File: config.mk
export PLATFORM = sky130hd
export DESIGN_NAME = rrr_isqrt
export DESIGN_NICKNAME = d
export VERILOG_FILES = /design/src/sv/rrr_pkg.sv /design/src/sv/rrr_isqrt.sv
export SDC_FILE = /design/constraint.sdc
export NUM_CORES = 2
export LEC_CHECK = 0
export BUFFER_PORTS_ARGS = -buffer_cell sky130_fd_sc_hd__buf_2
export CAP_MARGIN = 40
export CORE_MARGIN = 8
export CORE_UTILIZATION = 40
export CTS_CLUSTER_SIZE = 40
export DETAILED_ROUTE_END_ITERATION = 7
export GPL_TIMING_DRIVEN = 0
export HOLD_SLACK_MARGIN = 0.15
export PLACE_DENSITY = 0.54
export REMOVE_ABC_BUFFERS = 1
export SYNTH_ARGS = -nofsm -noshare
export SYNTH_HDL_FRONTEND = slang
export SYNTH_SLANG_ARGS = --single-unit
File: constraint.sdc
create_clock -name clk -period 4.28 [get_ports clk]
set_input_delay 0.642 -clock clk [delete_from_list [all_inputs] [get_ports clk]]
set_output_delay 0.642 -clock clk [all_outputs]
set_load 0.01 [all_outputs]
File: src/sv/rrr_pkg.sv
// ---------------------------------------------------------------------------
// rrr_pkg
// Shared types, latencies and helpers for the radial reprojection residual.
// ---------------------------------------------------------------------------
`default_nettype none

package rrr_pkg;

  // stage counts of each unit
  localparam int FRONT_LAT = 8;
  localparam int SQRT_LAT  = 32;
  localparam int QBITS     = 31;
  localparam int DIV_LAT   = QBITS;
  localparam int LOG_FRAC  = 20;
  localparam int LOG_LAT   = 3 + LOG_FRAC + 1;
  localparam int LAM_DLY   = DIV_LAT - LOG_LAT;
  localparam int TAIL_LAT  = 7;
  localparam int TOTAL_LAT = FRONT_LAT + SQRT_LAT + DIV_LAT + TAIL_LAT;

  // register indexes
  localparam logic REG_CENTER_U = 1'b0;
  localparam logic REG_CENTER_V = 1'b1;

  // ln 2 in Q32, rounded
  localparam logic [31:0] LN2_Q32 = 32'd2977044472;

  // front end result: squared norms, scaled components, offset point
  typedef struct packed {
    logic [62:0]        nsq;
    logic [30:0]        ra;
    logic [30:0]        rb;
    logic               sa;
    logic               sb;
    logic [62:0]        rsq;
    logic [1:0]         s2;
    logic signed [32:0] xcu;
    logic signed [32:0] xcv;
  } front_t;

  // carried alongside the square roots
  typedef struct packed {
    logic [30:0]        ra;
    logic [30:0]        rb;
    logic               sa;
    logic               sb;
    logic [1:0]         s2;
    logic signed [32:0] xcu;
    logic signed [32:0] xcv;
  } side_a_t;

  // carried alongside the dividers
  typedef struct packed {
    logic               sa;
    logic               sb;
    logic               degen;
    logic signed [32:0] xcu;
    logic signed [32:0] xcv;
  } side_b_t;

  // saturate to the signed 32-bit range
  function automatic logic signed [31:0] sat32(input logic signed [47:0] v);
    logic signed [31:0] r;
    if (v > 48'sd2147483647) r = 32'sh7fffffff;
    else if (v < -48'sd2147483648) r = 32'sh80000000;
    else r = v[31:0];
    return r;
  endfunction

endpackage

`default_nettype wire

File: src/sv/rrr_isqrt.sv
// ---------------------------------------------------------------------------
// rrr_isqrt
// Floor integer square root of a 63-bit value, one result bit per stage.
// ---------------------------------------------------------------------------
`default_nettype none

module rrr_isqrt (
  input  wire logic        clk,
  input  wire logic        en,
  input  wire logic [62:0] val,
  output logic      [31:0] root
);
  import rrr_pkg::*;

  logic [63:0] rem_q [SQRT_LAT];
  logic [63:0] res_q [SQRT_LAT];

  for (genvar j = 0; j < SQRT_LAT; j++) begin : g_st
    logic [63:0] r_in, s_in, bit_c, trial;
    if (j == 0) begin : g_first
      assign r_in = {1'b0, val};
      assign s_in = '0;
    end else begin : g_rest
      assign r_in = rem_q[j-1];
      assign s_in = res_q[j-1];
    end
    assign bit_c = 64'(1) << (62 - 2*j);
    assign trial = s_in + bit_c;

    // one restoring step
    always_ff @(posedge clk) begin
      if (en) begin
        if (r_in >= trial) begin
          rem_q[j] <= r_in - trial;
          res_q[j] <= (s_in >> 1) + bit_c;
        end else begin
          rem_q[j] <= r_in;
          res_q[j] <= s_in >> 1;
        end
      end
    end
  end

  assign root = res_q[SQRT_LAT-1][31:0];

endmodule

`default_nettype wire

==> results by group <==
Global route
  – Total GRT Usage: 0.191
  – Initial antenna violation count: 22
  – Total grt overflow: 0
  – Vias in the first global route: 77,655
  – Largest net degree at the start of global routing: 191
  – First-pass GRT wire length: between 400,000 and 500,000 µm

Setup path
  – Crit Path Class: register to register
  – Crit path max fanout: 8
  – R2R cell count: 10
  – FF-to-FF setup slack: 0.04 ns
  – Critical Path Source: rem_q[1][787]$_DFFE_PP_
  – Delay of the slowest cell on the worst path: 0.62 ns
  – CP Data Arrival Time: 4.80 ns
  – CP endpoint kind: register
  – Worst Path Buf+Inv: 0
  – Crit path depth: 10
  – Crit-path cells: ha_1 > a21o_1 > a211oi_1 > nor3_1 > nor4b_1 > a211oi_1 > o31ai_2 > nand2_1 > a2111oi_1 > xor2_1
  – Crit path capture: rem_q[1][882]$_DFFE_PP_
  – Startpoint types: register
  – Crit-path leading delay family: compound AO/OA/AOI/OAI gates
  – RR Startpoint: rem_q[1][787]$_DFFE_PP_
  – FF-to-FF End: rem_q[1][882]$_DFFE_PP_
  – Req. time, crit path: 4.84 ns
  – Crit path top cell by count: a211oi_1
  – Worst path slowest cell: a2111oi_1

Clocking
  – CTS tree: done
  – Clk slew on worst S/H paths: about 0.06 ns
  – Clock tree buffer depth: 4
  – Clock Latency Late Sink: 0.89 ns
  – # H-tree levels: 5
  – Clk sinks: 2,512
  – Root Buffer: clkbuf_16
  – TritonCTS buffer count: 288

Finish
  – FF+latch area: 75,400 µm²
  – Area grow syn2layout: 14.1%
  – Nets: between 10,000 and 15,000
  – Filler cell count: 27,187
  – Final core occ: 0.459
  – Layout cells sized above 1: 0.0815
  – Multi-input logic area: 43,400 µm²

Synth
  – Area leader, netlist: edfxtp_1
  – Synthesized area per cell: 12.4 µm²
  – YS warnings: 0
  – Post-synthesis cell count: between 9,000 and 10,000
  – Sequential area share after synthesis: 0.620
  – Synth top area cells: edfxtp_1 (62%), ha_1 (5.7%), xor2_1 (3.2%)
  – Synth Flop Type: edfxtp_1
  – #FFs+latches synth: 2,512
  – Count of cell types in the netlist: 85
  – Number of flops mapped to enable cells by yosys: approximately 2,500
  – Top-area cell type share of the netlist area: 0.620
  – Synthesized cell area: 122,000 µm²
  – Post-synth ARST share: 0

Placement
  – IO buf count: 96
  – Hpwl dp: 238,000 µm
  – GP Congestion: approximately 0.9

STA
  – Final setup viols: 0
  – Slew margin rel.: 0.174
  – Achievable Freq: 0.236 GHz
  – Max Slew Vio Count: 0
  – Crit path time final: 4.24 ns
  – Actual slew at the worst max-slew pin: 1.24 ns
  – Fin. Hold Viols: 0
  – Crit share post-route: 0.991
  – Clk_skew: just under 0.07 ns

Detailed routing
  – Drt first pass iters: 5
  – Vias per Instance: 5.49
  – Final ANT Viol Nets: 0
  – # DRC: 0
  – Vias: 79,121
  – Avg WL per Cell: between 20 and 25 µm
  – Drt initial violations: 6,471
  – WL final: 321,000 µm

Pwr
  – PD cells: 528 nW/µm²
  – Total power after layout: 73.3 mW
  – Max VDD drop: 0.000356 V
  – LEAKAGE: 51.6 nW

Hold path
  – Worst hold stages: 2
  – Min-Delay Path Class: primary input to register

Outcome
  – Status: finished, final reports clean

Floorplanning
  – Initial Utilization: 0.402
  – Die X: between 500 and 600 µm
  – Die Y: 568 µm
  – Die area: 322,000 µm²
  – # rows: about 200
  – Area of the core: 303,000 µm²
  – Ports: just under 100

Job
  – MaxCap Viol Count: 0
-- layout make-up --
cell class                      instances  share of cell area
Antenna cell                            5           0.0000901
Multi-Input combinational cell       6409               0.313
Clock buffer                          335              0.0542
Timing Repair Buffer                  311              0.0234
Tap cell                             3978              0.0358
Clock inverter                        173              0.0118
Inverter                              694              0.0188
Sequential cell                      2512               0.543
-- Yosys cell counts, drive strengths merged (58+ instances only) --
| master | instances |
|---|---|
| nor2b | 71 |
| a211oi | 71 |
| a21o | 243 |
| nand2 | 742 |
| xor2 | 450 |
| nor4b | 58 |
| nand3 | 163 |
| nor4 | 374 |
| edfxtp | 2512 |
| or4 | 80 |
| inv | 694 |
| o21ai | 574 |
| xnor2 | 433 |
| or3 | 94 |
| nor2 | 551 |
| nor3 | 277 |
| ha | 556 |
| nand4 | 160 |
| nand2b | 117 |
| o21a | 92 |
| clkbuf | 207 |
| a21oi | 526 |
-- placed cells by master (no fill, tap or decap), types with 92 or more instances in the layout --
master / n
a21o_1: 242
xor2_1: 449
nand2b_1: 117
nor3_1: 273
nand3_1: 162
xnor2_1: 433
clkbuf_16: 298
a21oi_1: 524
nor2_1: 548
inv_1: 691
nand2_1: 739
nand4_1: 160
edfxtp_1: 2512
o21a_1: 92
o21ai_0: 568
buf_2: 121
ha_1: 550
or3_1: 93
nor4_1: 361
-- where the power goes --
group	switching, mW	internal [mW]	leakage [nW]
clock network	10.0	13.9	4.47
registers	2.56	31.2	24.2
logic	9.44	6.15	23.0
total	22.0	51.3	51.6
-- registers in the layout (all words and copies together) (netlist names) --
name / cells
res_q: 528
rem_q: 1984
-- worst min-delay path by stage --
| stage | from | endpoint | slack [ns] |
|---|---|---|---|
| after CTS | en | rem_q[1][174]$_DFFE_PP_ | 0.30 |
| after global routing | en | rem_q[1][186]$_DFFE_PP_ | 0.22 |
| after floorplan | rem_q[0][921]$_DFFE_PP_ | rem_q[0][985]$_DFFE_PP_ | 0.42 |
| after global placement | rem_q[1][263]$_DFFE_PP_ | rem_q[1][327]$_DFFE_PP_ | 0.43 |
| after detailed placement | rem_q[1][261]$_DFFE_PP_ | rem_q[1][325]$_DFFE_PP_ | 0.43 |
| final | en | rem_q[1][174]$_DFFE_PP_ | 0.27 |
-- routing by layer --
metal  vias to the layer above  track usage  share of wire
met5                         -            0       0.000041
met2                      1873        0.320           0.47
met1                     39050        0.267           0.46
met3                       435       0.0248          0.046
met4                         2       0.0420          0.022
li1                      37761            -              -
-- metrics by stage --
step	hold WS (ns)	setup TNS, ns	setup slack [ns]	instance area (µm²)	cells
5_1_grt	0.222	-0.0138	-0.0113	139000	14414
2_1_floorplan	0.417	-179.46	-1.88	121000	9611
4_1_cts	0.302	0	0.00634	138000	14383
3_5_place_dp	0.427	-1887.82	-3.32	128000	13787
6_report	0.275	0	0.0385	139000	14417
3_3_place_gp	0.428	-	-75.36	126000	13685
-- worst register-to-register path, delay by kind of cell, from the launching register on --
kind	cells	cell delay [ns]
adder cells (fa/ha/maj)	1	0.42
AND/OR/NAND/NOR	3	0.98
XOR/XNOR	1	0.18
AO/OA/AOI/OAI	5	1.97
flip-flops	1	0.40
-- logic make-up (layout without fill, tap and decap cells) --
logic type,after synthesis,count (layout),synth area share
DFF,2512,2512,0.620
AOI/OAI and AO/OA,1923,1924,0.0982
other,0,5,0
and+or+nand+nor,2979,2982,0.127
buffers and inverters,921,1513,0.0285
xor gates and xnor gates,883,883,0.0635
adders and majority gates,556,556,0.0571
muxes,64,64,0.00582
-- timing repair --
action                                 4_1_cts  5_1_grt
buffers inserted                             8       22
endpoints found under the hold margin       65        0
cloned                                      18        5
setup endpoints to repair                  951      180
resized for setup                           39       52
hold buffers                                63        0
pin swaps                                    9       19
Power figures use the tool's default switching activity.
